==> src/rtl/fcd_pkg.sv <==
// Shared constants and types for the fraction common denominator block.
package fcd_pkg;

	// Default width of the numerator and denominator inputs.
	localparam int unsigned DATA_WIDTH_DEF = 16;

	// Status of the shared divider as seen by the sequencer.
	typedef struct packed {
		logic busy;
		logic done;
	} div_sts_t;

endpackage

==> src/rtl/fcd_div.sv <==
// Shared restoring divider, one quotient bit per cycle.
module fcd_div #(
	parameter int unsigned DATA_WIDTH = fcd_pkg::DATA_WIDTH_DEF
) (
	input  logic                  clk,
	input  logic                  arst_n,
	input  logic                  start,
	input  logic [DATA_WIDTH-1:0] dividend,
	input  logic [DATA_WIDTH-1:0] divisor,
	output fcd_pkg::div_sts_t     sts,
	output logic [DATA_WIDTH-1:0] quotient,
	output logic [DATA_WIDTH-1:0] remainder
);
	import fcd_pkg::*;

	localparam int unsigned CW = $clog2(DATA_WIDTH);

	logic                  busy_q;
	logic                  done_q;
	logic [CW-1:0]         cnt_q;
	logic [DATA_WIDTH-1:0] dvd_q;
	logic [DATA_WIDTH-1:0] dsr_q;
	logic [DATA_WIDTH-1:0] rem_q;
	logic [DATA_WIDTH:0]   trial;
	logic [DATA_WIDTH:0]   diff;
	logic                  fits;

	// Shift the next dividend bit into the partial remainder and try a subtraction.
	always_comb begin
		trial = {rem_q, dvd_q[DATA_WIDTH-1]};
		diff  = trial - {1'b0, dsr_q};
		fits  = (trial >= {1'b0, dsr_q});
	end

	// Step counter and completion pulse.
	always_ff @(posedge clk or negedge arst_n) begin
		if (!arst_n) begin
			busy_q <= 1'b0;
			done_q <= 1'b0;
			cnt_q  <= '0;
		end else begin
			done_q <= !start && busy_q && (cnt_q == '0);
			if (start) begin
				busy_q <= 1'b1;
				cnt_q  <= CW'(DATA_WIDTH - 1);
			end else if (busy_q) begin
				if (cnt_q == '0) begin
					busy_q <= 1'b0;
				end else begin
					cnt_q <= cnt_q - 1'b1;
				end
			end
		end
	end

	// Operand registers; quotient bits enter the dividend register from the bottom.
	always_ff @(posedge clk) begin
		if (start) begin
			dvd_q <= dividend;
			dsr_q <= divisor;
			rem_q <= '0;
		end else if (busy_q) begin
			rem_q <= fits ? diff[DATA_WIDTH-1:0] : trial[DATA_WIDTH-1:0];
			dvd_q <= {dvd_q[DATA_WIDTH-2:0], fits};
		end
	end

	assign sts.busy  = busy_q;
	assign sts.done  = done_q;
	assign quotient  = dvd_q;
	assign remainder = rem_q;

	// A new division is never started while one is running.
	a_start_idle: assert property (@(posedge clk) disable iff (!arst_n)
		start |-> !busy_q)
		else $error("divider started while busy");

	// The remainder is reduced below a nonzero divisor once the division ends.
	a_rem_below: assert property (@(posedge clk) disable iff (!arst_n)
		(done_q && (dsr_q != '0)) |-> (rem_q < dsr_q))
		else $error("divider remainder not reduced");

	// Completion follows a busy period and leaves the unit idle.
	a_done_after_busy: assert property (@(posedge clk) disable iff (!arst_n)
		done_q |-> (!busy_q && $past(busy_q)))
		else $error("divider done without a busy period");

endmodule

==> src/rtl/fcd_mul.sv <==
// Registered signed multiplier shared by the scaling steps.
module fcd_mul #(
	parameter int unsigned DATA_WIDTH = fcd_pkg::DATA_WIDTH_DEF
) (
	input  logic                           clk,
	input  logic signed [DATA_WIDTH:0]     op_a,
	input  logic signed [DATA_WIDTH:0]     op_b,
	output logic signed [2*DATA_WIDTH+1:0] prod
);

	logic signed [2*DATA_WIDTH+1:0] prod_q;

	// Product is registered before any further use.
	always_ff @(posedge clk) begin
		prod_q <= op_a * op_b;
	end

	assign prod = prod_q;

endmodule

==> src/rtl/fraction_common_denominator_top.sv <==
// Top level of the fraction common denominator block: sequencer, datapath and output register.
//
// Usage: a request carries two signed fractions first_num/first_den and
// second_num/second_den on the input channel (in_valid, in_stall). The result
// carries both numerators rescaled over the positive least common multiple of
// the denominator magnitudes, that multiple, and an error flag, on the output
// channel (out_valid, out_stall).
// One request is worked on at a time and in_stall is high while it is. The
// greatest common divisor is found by Euclid's remainder steps on a single
// shared divider that yields one quotient bit per cycle. Two further
// divisions by the divisor and three products on a registered multiplier
// follow. The Euclid loop of a request takes k remainder steps, where k
// ranges from 1 to roughly 1.5*DATA_WIDTH. A zero denominator skips the
// arithmetic and goes straight to the result state. The result sits in an
// output register; a stalled receiver holds it there and the block may
// finish the next request into that register only once it has been taken.
// Reset clears the sequencer and the output valid flag.
module fraction_common_denominator_top #(
	parameter int unsigned DATA_WIDTH = fcd_pkg::DATA_WIDTH_DEF
) (
	input  logic                           clk,
	input  logic                           arst_n,
	input  logic                           in_valid,
	output logic                           in_stall,
	input  logic signed [DATA_WIDTH-1:0]   first_num,
	input  logic signed [DATA_WIDTH-1:0]   first_den,
	input  logic signed [DATA_WIDTH-1:0]   second_num,
	input  logic signed [DATA_WIDTH-1:0]   second_den,
	output logic                           out_valid,
	input  logic                           out_stall,
	output logic signed [2*DATA_WIDTH-2:0] first_num_scaled,
	output logic signed [2*DATA_WIDTH-2:0] second_num_scaled,
	output logic [2*DATA_WIDTH-3:0]        common_den,
	output logic                           zero_den_error
);
	import fcd_pkg::*;

	localparam int unsigned NW = 2 * DATA_WIDTH - 1;
	localparam int unsigned DW = 2 * DATA_WIDTH - 2;
	localparam int unsigned PW = 2 * DATA_WIDTH + 2;
	localparam logic signed [PW-1:0] SAT_HI = {{(PW-NW+1){1'b0}}, {(NW-1){1'b1}}};

	typedef enum logic [3:0] {
		ST_IDLE,
		ST_GCD,
		ST_GCD_WAIT,
		ST_DIV1,
		ST_DIV1_WAIT,
		ST_DIV2,
		ST_DIV2_WAIT,
		ST_MUL_L,
		ST_MUL_1,
		ST_MUL_2,
		ST_MUL_END,
		ST_FIN
	} state_t;

	state_t                       state_q;
	logic                         out_valid_q;
	logic signed [NW-1:0]         first_num_scaled_q;
	logic signed [NW-1:0]         second_num_scaled_q;
	logic [DW-1:0]                common_den_q;
	logic                         zero_den_error_q;

	logic signed [DATA_WIDTH-1:0] n1_q;
	logic signed [DATA_WIDTH-1:0] n2_q;
	logic                         neg1_q;
	logic                         neg2_q;
	logic                         err_q;
	logic [DATA_WIDTH-1:0]        m1_q;
	logic [DATA_WIDTH-1:0]        m2_q;
	logic [DATA_WIDTH-1:0]        p_q;
	logic [DATA_WIDTH-1:0]        q_q;
	logic [DATA_WIDTH-1:0]        q1_q;
	logic [DATA_WIDTH-1:0]        q2_q;
	logic [DW-1:0]                lcm_q;
	logic signed [PW-1:0]         s1_q;
	logic signed [PW-1:0]         s2_q;

	logic                         accept;
	logic                         err_in;
	logic [DATA_WIDTH-1:0]        mag1;
	logic [DATA_WIDTH-1:0]        mag2;
	logic                         div_start;
	logic [DATA_WIDTH-1:0]        div_dvd;
	logic [DATA_WIDTH-1:0]        div_dsr;
	div_sts_t                     div_sts;
	logic [DATA_WIDTH-1:0]        div_quot;
	logic [DATA_WIDTH-1:0]        div_rem;
	logic signed [DATA_WIDTH:0]   mul_a;
	logic signed [DATA_WIDTH:0]   mul_b;
	logic signed [PW-1:0]         mul_prod;
	logic signed [PW-1:0]         v1;
	logic signed [PW-1:0]         v2;
	logic                         out_free;

	assign in_stall = (state_q != ST_IDLE);
	assign accept   = in_valid && !in_stall;
	assign out_free = !out_valid_q || !out_stall;

	// Denominator magnitudes and the zero check on the incoming request.
	always_comb begin
		mag1   = first_den[DATA_WIDTH-1] ? DATA_WIDTH'(~first_den + 1'b1) : unsigned'(first_den);
		mag2   = second_den[DATA_WIDTH-1] ? DATA_WIDTH'(~second_den + 1'b1) :
			unsigned'(second_den);
		err_in = (first_den == '0) || (second_den == '0);
	end

	// Divider operand selection: Euclid steps, then the two cofactors.
	always_comb begin
		div_start = 1'b0;
		div_dvd   = p_q;
		div_dsr   = q_q;
		unique case (state_q)
			ST_GCD: begin
				div_start = (q_q != '0);
			end
			ST_DIV1: begin
				div_start = 1'b1;
				div_dvd   = m1_q;
				div_dsr   = p_q;
			end
			ST_DIV2: begin
				div_start = 1'b1;
				div_dvd   = m2_q;
				div_dsr   = p_q;
			end
			default: begin
				div_start = 1'b0;
			end
		endcase
	end

	// Multiplier operand selection: the multiple, then each numerator times its cofactor.
	always_comb begin
		mul_a = '0;
		mul_b = '0;
		unique case (state_q)
			ST_MUL_L: begin
				mul_a = {1'b0, q1_q};
				mul_b = {1'b0, m2_q};
			end
			ST_MUL_1: begin
				mul_a = {n1_q[DATA_WIDTH-1], n1_q};
				mul_b = {1'b0, q2_q};
			end
			ST_MUL_2: begin
				mul_a = {n2_q[DATA_WIDTH-1], n2_q};
				mul_b = {1'b0, q1_q};
			end
			default: begin
				mul_a = '0;
			end
		endcase
	end

	// Sign folding and saturation of the single overflowing case.
	always_comb begin
		v1 = neg1_q ? -s1_q : s1_q;
		v2 = neg2_q ? -s2_q : s2_q;
		if (v1 > SAT_HI) begin
			v1 = SAT_HI;
		end
		if (v2 > SAT_HI) begin
			v2 = SAT_HI;
		end
	end

	fcd_div #(
		.DATA_WIDTH(DATA_WIDTH)
	) u_div (
		.clk      (clk),
		.arst_n   (arst_n),
		.start    (div_start),
		.dividend (div_dvd),
		.divisor  (div_dsr),
		.sts      (div_sts),
		.quotient (div_quot),
		.remainder(div_rem)
	);

	fcd_mul #(
		.DATA_WIDTH(DATA_WIDTH)
	) u_mul (
		.clk (clk),
		.op_a(mul_a),
		.op_b(mul_b),
		.prod(mul_prod)
	);

	// Sequencer state and the output register.
	always_ff @(posedge clk or negedge arst_n) begin
		if (!arst_n) begin
			state_q             <= ST_IDLE;
			out_valid_q         <= 1'b0;
			first_num_scaled_q  <= '0;
			second_num_scaled_q <= '0;
			common_den_q        <= '0;
			zero_den_error_q    <= 1'b0;
		end else begin
			// A taken result empties the register unless a new one lands at once.
			if (out_valid_q && !out_stall && (state_q != ST_FIN)) begin
				out_valid_q <= 1'b0;
			end
			unique case (state_q)
				ST_IDLE: begin
					if (accept) begin
						state_q <= err_in ? ST_FIN : ST_GCD;
					end
				end
				ST_GCD: begin
					state_q <= (q_q == '0) ? ST_DIV1 : ST_GCD_WAIT;
				end
				ST_GCD_WAIT: begin
					if (div_sts.done) begin
						state_q <= ST_GCD;
					end
				end
				ST_DIV1: begin
					state_q <= ST_DIV1_WAIT;
				end
				ST_DIV1_WAIT: begin
					if (div_sts.done) begin
						state_q <= ST_DIV2;
					end
				end
				ST_DIV2: begin
					state_q <= ST_DIV2_WAIT;
				end
				ST_DIV2_WAIT: begin
					if (div_sts.done) begin
						state_q <= ST_MUL_L;
					end
				end
				ST_MUL_L: begin
					state_q <= ST_MUL_1;
				end
				ST_MUL_1: begin
					state_q <= ST_MUL_2;
				end
				ST_MUL_2: begin
					state_q <= ST_MUL_END;
				end
				ST_MUL_END: begin
					state_q <= ST_FIN;
				end
				ST_FIN: begin
					if (out_free) begin
						out_valid_q         <= 1'b1;
						first_num_scaled_q  <= err_q ? '0 : v1[NW-1:0];
						second_num_scaled_q <= err_q ? '0 : v2[NW-1:0];
						common_den_q        <= err_q ? '0 : lcm_q;
						zero_den_error_q    <= err_q;
						state_q             <= ST_IDLE;
					end
				end
				default: begin
					state_q <= ST_IDLE;
				end
			endcase
		end
	end

	// Working registers of the datapath.
	always_ff @(posedge clk) begin
		case (state_q)
			ST_IDLE: begin
				if (accept) begin
					n1_q   <= first_num;
					n2_q   <= second_num;
					neg1_q <= first_den[DATA_WIDTH-1];
					neg2_q <= second_den[DATA_WIDTH-1];
					err_q  <= err_in;
					m1_q   <= mag1;
					m2_q   <= mag2;
					p_q    <= mag1;
					q_q    <= mag2;
				end
			end
			ST_GCD_WAIT: begin
				if (div_sts.done) begin
					p_q <= q_q;
					q_q <= div_rem;
				end
			end
			ST_DIV1_WAIT: begin
				if (div_sts.done) begin
					q1_q <= div_quot;
				end
			end
			ST_DIV2_WAIT: begin
				if (div_sts.done) begin
					q2_q <= div_quot;
				end
			end
			ST_MUL_1: begin
				lcm_q <= mul_prod[DW-1:0];
			end
			ST_MUL_2: begin
				s1_q <= mul_prod;
			end
			ST_MUL_END: begin
				s2_q <= mul_prod;
			end
			default: begin
				lcm_q <= lcm_q;
			end
		endcase
	end

	assign out_valid         = out_valid_q;
	assign first_num_scaled  = first_num_scaled_q;
	assign second_num_scaled = second_num_scaled_q;
	assign common_den        = common_den_q;
	assign zero_den_error    = zero_den_error_q;

	// A flagged result carries zeros in every other field.
	a_err_zero: assert property (@(posedge clk) disable iff (!arst_n)
		(out_valid && zero_den_error) |->
		((common_den == '0) && (first_num_scaled == '0) && (second_num_scaled == '0)))
		else $error("error result with nonzero fields");

	// A good result always has a nonzero common denominator.
	a_den_nonzero: assert property (@(posedge clk) disable iff (!arst_n)
		(out_valid && !zero_den_error) |-> (common_den != '0))
		else $error("zero common denominator without error");

	// Divider completion is only seen while the sequencer waits for it.
	a_done_in_wait: assert property (@(posedge clk) disable iff (!arst_n)
		div_sts.done |->
		((state_q == ST_GCD_WAIT) || (state_q == ST_DIV1_WAIT) || (state_q == ST_DIV2_WAIT)))
		else $error("divider completion outside a wait state");

	// A division is only started while the divider is idle.
	a_start_when_idle: assert property (@(posedge clk) disable iff (!arst_n)
		div_start |-> !div_sts.busy)
		else $error("division started while the divider is busy");

	// An accepted request starts Euclid's loop or goes straight to the error result.
	a_accept_next: assert property (@(posedge clk) disable iff (!arst_n)
		accept |=> ((state_q == ST_GCD) || (state_q == ST_FIN)))
		else $error("unexpected state after accepting a request");

endmodule

==> config.mk <==
export PLATFORM = sky130hd
export DESIGN_NAME = fraction_common_denominator_top
export DESIGN_NICKNAME = d
export VERILOG_FILES = /design/src/rtl/fcd_pkg.sv /design/src/rtl/fcd_div.sv /design/src/rtl/fcd_mul.sv /design/src/rtl/fraction_common_denominator_top.sv
export SDC_FILE = /design/constraint.sdc
export NUM_CORES = 1
export LEC_CHECK = 0
export BUFFER_PORTS_ARGS = -buffer_cell sky130_fd_sc_hd__buf_2
export CORE_MARGIN = 1.5
export CORE_UTILIZATION = 50
export DETAILED_ROUTE_END_ITERATION = 6
export GPL_ROUTABILITY_DRIVEN = 0
export MAX_ROUTING_LAYER = met4
export PLACE_DENSITY_LB_ADDON = 0.25
export SLEW_MARGIN = 20
export SYNTH_ARGS = -nofsm -noshare
export SYNTH_HDL_FRONTEND = slang
export SYNTH_SLANG_ARGS = --single-unit
==> constraint.sdc <==
create_clock -name clk -period 7.95 [get_ports clk]
set_input_delay 0.795 -clock clk [delete_from_list [all_inputs] [get_ports clk]]
set_output_delay 0.795 -clock clk [all_outputs]
set_load 0.05 [all_outputs]
# Word-level counts from Yosys, hierarchy flattened
# Index checks and enable logic that the tools add are counted.
[classes] add_sub_neg=6 n_mul=1 magnitude_cmp=3 n_eq_ne=18 muxes=40 n_bitwise=2 reduce_logical=28
[ops] op="16-bit 2-to-1 mux" count=10
[ops] op="31-bit 2-to-1 mux" count=4
[ops] op="16-bit case mux with 2 select lines" count=3
[ops] op="34-bit by 31-bit > comparator with 1-bit output, second input constant" count=2
[ops] op="34-bit 2-to-1 mux" count=2
[ops] op="34-bit negation" count=2
[ops] op="17-bit case mux with 3 select lines" count=1
[ops] op="16-bit logical NOT" count=3
[ops] op="16-bit case mux with 3 select lines" count=1
[ops] op="4-bit case mux with 12 select lines" count=1
[ops] op="4-bit 2-to-1 mux" count=9
[ops] op="17-bit by 17-bit multiplier with 34-bit output" count=1
[ops] op="16-bit by 1-bit adder with 16-bit output, second input constant" count=2
[ops] op="16-bit NOT" count=2
[ops] op="30-bit 2-to-1 mux" count=1
[ops] op="17-bit by 16-bit greater-or-equal comparator with 1-bit output" count=1
[ops] op="4-bit by 3-bit equality test with 1-bit output, second input constant" count=4
[ops] op="4-bit equality test, second input constant" count=4
[ops] op="16-bit nonzero test" count=1
[ops] op="16-bit subtractor" count=1
[ops] op="2-bit AND reduction" count=5
[ops] op="4-bit by 2-bit equality test with 1-bit output, second input constant" count=2
[ops] op="4-bit logical NOT" count=2
[ops] op="2-bit by 1-bit != test with 1-bit output, second input constant" count=4
[ops] op="other kinds (14)" count=30
[totals] regBits=415 input_bits=68 word_cells=125

# Longest topological paths before layout
[logic_depth] word_depth=6 ltp_mapped=31

# Cells and area by module
# From an unflattened synthesis, not the netlist that was laid out.
[unflattened] cells_unflattened=2638 hier_area_um2=29245.5
[modules_own_cells] module="fraction_common_denominator_top" instances=1 cells_per_inst=1084 area_per_inst_um2=14351.3 seq_area_each_um2=9328.9
[modules_own_cells] module="fcd_mul" instances=1 cells_per_inst=1252 area_per_inst_um2=11728.7 seq_area_each_um2=680.7
[modules_own_cells] module="fcd_div" instances=1 cells_per_inst=302 area_per_inst_um2=3165.5 seq_area_each_um2=1431.4

# Worst setup path after synthesis
# OpenSTA, ideal clock, no wires.
[synth_path] path_type="register to register" startpoint="register state_q[3]" endpoint="register u_mul.prod_q[27], in the netlist u_mul.prod[27]" setup_ns=0.072 arrival_time_ns=8.397 required_time_ns=7.878 setup_slack_ns=-0.519 stages_incl_launch_ff=30 period_less_slack_ns=8.469 cell_sequence="dfrtp_1 clkbuf_1 nand2b_1 nor3_1 clkbuf_1 clkbuf_1 nand2_1 nand2_1 clkbuf_1 nand2_1 fa_1 inv_1 fa_1 inv_1 fa_1 inv_1 fa_1 fa_1 inv_1 fa_1 inv_1 ha_1 and3_1 a21o_1 a311o_1 a21o_1 a311oi_1 nor3_1 o22ai_1 xnor2_1"
[synth_via] elab_chain_cells=3 word_cells_on_any_way=6 cone_classes="mul (1); eq/ne (3); mux (2)"
[synth_rtl] element="start, declared" line_no="fraction_common_denominator_top.sv:58" source="state_t state_q;"
[synth_rtl] element="start signal, assigned" line_no="fraction_common_denominator_top.sv:208" source="state_q <= err_in ? ST_FIN : ST_GCD;"
[synth_rtl] element="start signal, assigned" line_no="fraction_common_denominator_top.sv:212" source="state_q <= (q_q == '0) ? ST_DIV1 : ST_GCD_WAIT;"
[synth_rtl] element="4-bit equality test or 4-bit by 3-bit equality test with 1-bit output (tied branches)" line_no="fraction_common_denominator_top.sv:138" source="unique case (state_q)"
[synth_rtl] element="17-bit case mux with 3 select lines or 16-bit case mux with 3 select lines (tied branches)" line_no="fraction_common_denominator_top.sv:138"
[synth_rtl] element="17-bit by 17-bit multiplier with 34-bit output (*)" line_no="fcd_mul.sv:15" source="prod_q <= op_a * op_b;"
[synth_rtl] element="end signal, assigned" line_no="fcd_mul.sv:15"
[synth_rtl] element="end, declared" line_no="fcd_mul.sv:11" source="logic signed [2*DATA_WIDTH+1:0] prod_q;"
# Mark *: on every way between the ends. The rest lies on a longest branch, timed or not.
# A chain may end at the register's enable or synchronous reset.

# Final worst setup path
[layout_path] startpoint="register state_q[1]" endpoint="register u_mul.prod_q[32], in the netlist u_mul.prod[32]"
# Same word-level chain as after synthesis.

==> metrics.md <==
| Metric | Value |
|---|---|
| P per Cell Area | 273 mW/mm² |
| Asr flop ratio synth | 25.1% |
| Number of antenna violations at the first check in global routing | 0 |
| GRT Total Usage | 24.4% |
| Finished Core Util | 56.4% |
| DRT Pass-1 Iters | 5 |
| Top_reg_cell synth | edfxtp_1 |
| Status | finished clean |
| CTS Buf Count | 46 |
| Most instantiated cells after synthesis | 383 x inv_1, 335 x nand2_1, 280 x fa_1, 261 x edfxtp_1, 176 x nor2_1 |
| Area growth syn-to-layout | 12.0% |
| Synthesis-stage register bit count | 415 |
| Worst setup margin | 0.409 ns |
| Pin count of the biggest net entering global routing | 77 |
| Setup TNS Final | 0 ns |
| Min Tclk post-route | 7.54 ns |
| Die H | 241 µm |
| Setup CP Type | reg -> reg |
| Vias post-DR | 19,700 |
| CTS H-tree lvls | 2 |
| Worst IR drop on VDD | 215 µV |
| Drt total wl | 66.8 mm |
| Seq/Total Area, Yosys | 40.4% |
| Antenna cells | 0 |
| Vias/cell | 5.45 |
| Ys Warns | 0 |
| Count of final hold-check violations | 0 |
| Ports | 163 |
| Synth cell types | 78 |
| Clk slew on worst S/H paths | 0.06 ns |
| Critical Path RT | 8.40 ns |
| Mapped Cells | 2,665 |
| Count leader, synth | inv_1 |
| Final setup fails | 0 |
| Total gr overflow | 0 |
| # port buffers | 162 |
| Clock Sinks | 415 |
| DRC | 0 |
| Dominant cells by area after synthesis | edfxtp_1 28%, fa_1 20%, dfrtp_1 9.2%, inv_1 5.1%, ha_1 4.8% |
| Layout net count | 3,271 |
| Largest fanout on the critical path | 33 |
| 1st-iter DRT viols | 1,344 |
| Detailed Place HPWL | 52.7 mm |
| Die Wd | 241 µm |
| Worst-Skew Late Latency | 0.58 ns |
| Core ar. | 0.0562 mm² |
| CTS tree | yes |
| Pre-CTS WS | 0.349 ns |
| Rel. slew slack | 30.9% |
| Worst Skew | 0.0183 ns |
| Crit share post-route | 94.9% |
| Largest area contributor in the netlist | edfxtp_1 |
| FP Rows | 87 |
| Final slew viol count | 0 |
| Avg Inst Size Synth | 10.6 µm² |
| Max clock buf depth | 3 |
| Root buf cell | clkbuf_16 |
| Multi-input gate area | 0.0151 mm² |
| Fill cells | 4,861 |
| Sequential cell area | 0.0114 mm² |
| Crit start category | register |
| Area share of the largest cell type after synthesis | 27.7% |
| Global-route wire length before repair | 107 mm |
| Wire per inst | 18.5 µm |
| Slew @ Worst Pin | 1.03 ns |
| Mapped Nets | 3,121 |
| Post-Syn Area | 0.0283 mm² |
| HP Class | in -> async |
| Crit path DAT | 7.99 ns |
| Post-route ant nets | 0 |
| Hold_ws | 0.183 ns |
| Initial Util | 50.4% |
| RSZ-0062 raised after global routing | no |
| Max-cap violations | 0 |
| CP Capture Type | register |
| Vias in the first global route | 20,200 |
| Layout cells sized above 1 | 12.9% |
| Leak Pwr | 13.7 nW |
| Number of synthesized flops with an enable pin | 261 |
| Setup Fix Bufs, Post-CTS | 0 |
| F_max | 133 MHz |
| Die area | 0.0580 mm² |
[path summary, 6_finish.rpt]
check                          startpoint                   to  slack, ns  cells after the start
max                            state_q[1]       u_mul.prod[32]       0.41                     27
min                                arst_n  first_num_scaled[1]       0.18                      1
max reg2reg                    state_q[1]       u_mul.prod[32]       0.41                     27
min reg2reg                u_mul.prod[31]             s1_q[31]       0.44                      0
max in group asynchronous          arst_n       common_den[26]       6.49                      2
min in group clk            second_num[0]              n2_q[0]       0.39                      1
[registers in the layout, summed over array words and instances (netlist names), 30 cells and up]
| register | cells |
|---|---|
| common_den | 30 |
| first_num_scaled | 31 |
| lcm_q | 30 |
| s1_q | 34 |
| s2_q | 34 |
| second_num_scaled | 31 |
| u_mul.prod | 34 |
[placed cells by master, fill, tap and decap left out, drive strengths merged, types with 69 or more instances in the layout]
cell type / n
dfrtp: 104
edfxtp: 261
fa: 280
buf: 210
o21ai: 133
xor2: 69
nand2: 335
inv: 393
ha: 108
nor2: 176
a21oi: 120
[area by class of cell]
cell class,count,area share [%]
clock buffer,59,3.88
clock inverter,27,1.08
inverter,388,4.59
multi-input combinational,1754,47.5
sequential,415,36.1
tap,756,2.98
timing repair buffer,210,3.86
[critical path, stage by stage, from the launching register on]
cell      delay [ns]
dfrtp_1         0.64
nand2_1         0.21
nor2_2          0.23
buf_12          0.22
a22oi_1         0.14
nand2_1         0.32
nand2_1         0.13
fa_1            0.56
inv_1           0.06
fa_1            0.50
inv_1           0.05
fa_1            0.48
inv_1           0.06
fa_1            0.50
fa_1            0.55
inv_1           0.06
fa_1            0.53
inv_1           0.04
ha_1            0.32
and3_1          0.28
o211a_1         0.18
o31a_1          0.15
o21bai_1        0.09
nand2_1         0.12
a21oi_1         0.10
a211o_1         0.31
and4b_1         0.20
or3b_1          0.36
[metal layers]
metal | track usage (%) | vias to the layer above | share of wire (%)
li1 | - | 9171 | -
met3 | 3.56 | 146 | 6.4
met4 | 7.94 | 0 | 3.0
met1 | 32.0 | 9676 | 43
met5 | - | - | 0
met2 | 39.1 | 680 | 47
[where the power goes]
part | internal [W] | leakage (nW) | total (W) | switching (W)
clock network | 0.00133 | 0.760 | 0.00219 | 0.000862
logic | 0.000968 | 8.90 | 0.00311 | 0.00215
registers | 0.00298 | 4.08 | 0.00335 | 0.000367
total | 0.00528 | 13.7 | 0.00866 | 0.00337
[stage by stage]
step / cell area (µm²) / total power (W) / instances
2_1_floorplan: 28300 / 0.00561 / 2665
3_5_place_dp: 30100 / 0.00650 / 3523
3_3_place_gp: 30100 / 0.00642 / 3522
4_1_cts: 31700 / 0.00870 / 3609
6_report: 31700 / 0.00866 / 3609
5_1_grt: 31700 / 0.00912 / 3609
[logic make-up after synthesis]
kind of cell,Yosys count,share of synthesized area [%]
buf+inv,496,6.68
fa+ha+maj,388,24.6
flops,415,40.4
simple gates,713,11.4
xor+xnor,132,4.11
mux,64,2.48
compound gates,457,10.4
[what timing repair did]
item	CTS	global route
endpoints found under the setup margin	0	4
hold buffers	0	0
gates resized for setup	0	8
Power figures use the tool's default switching activity.
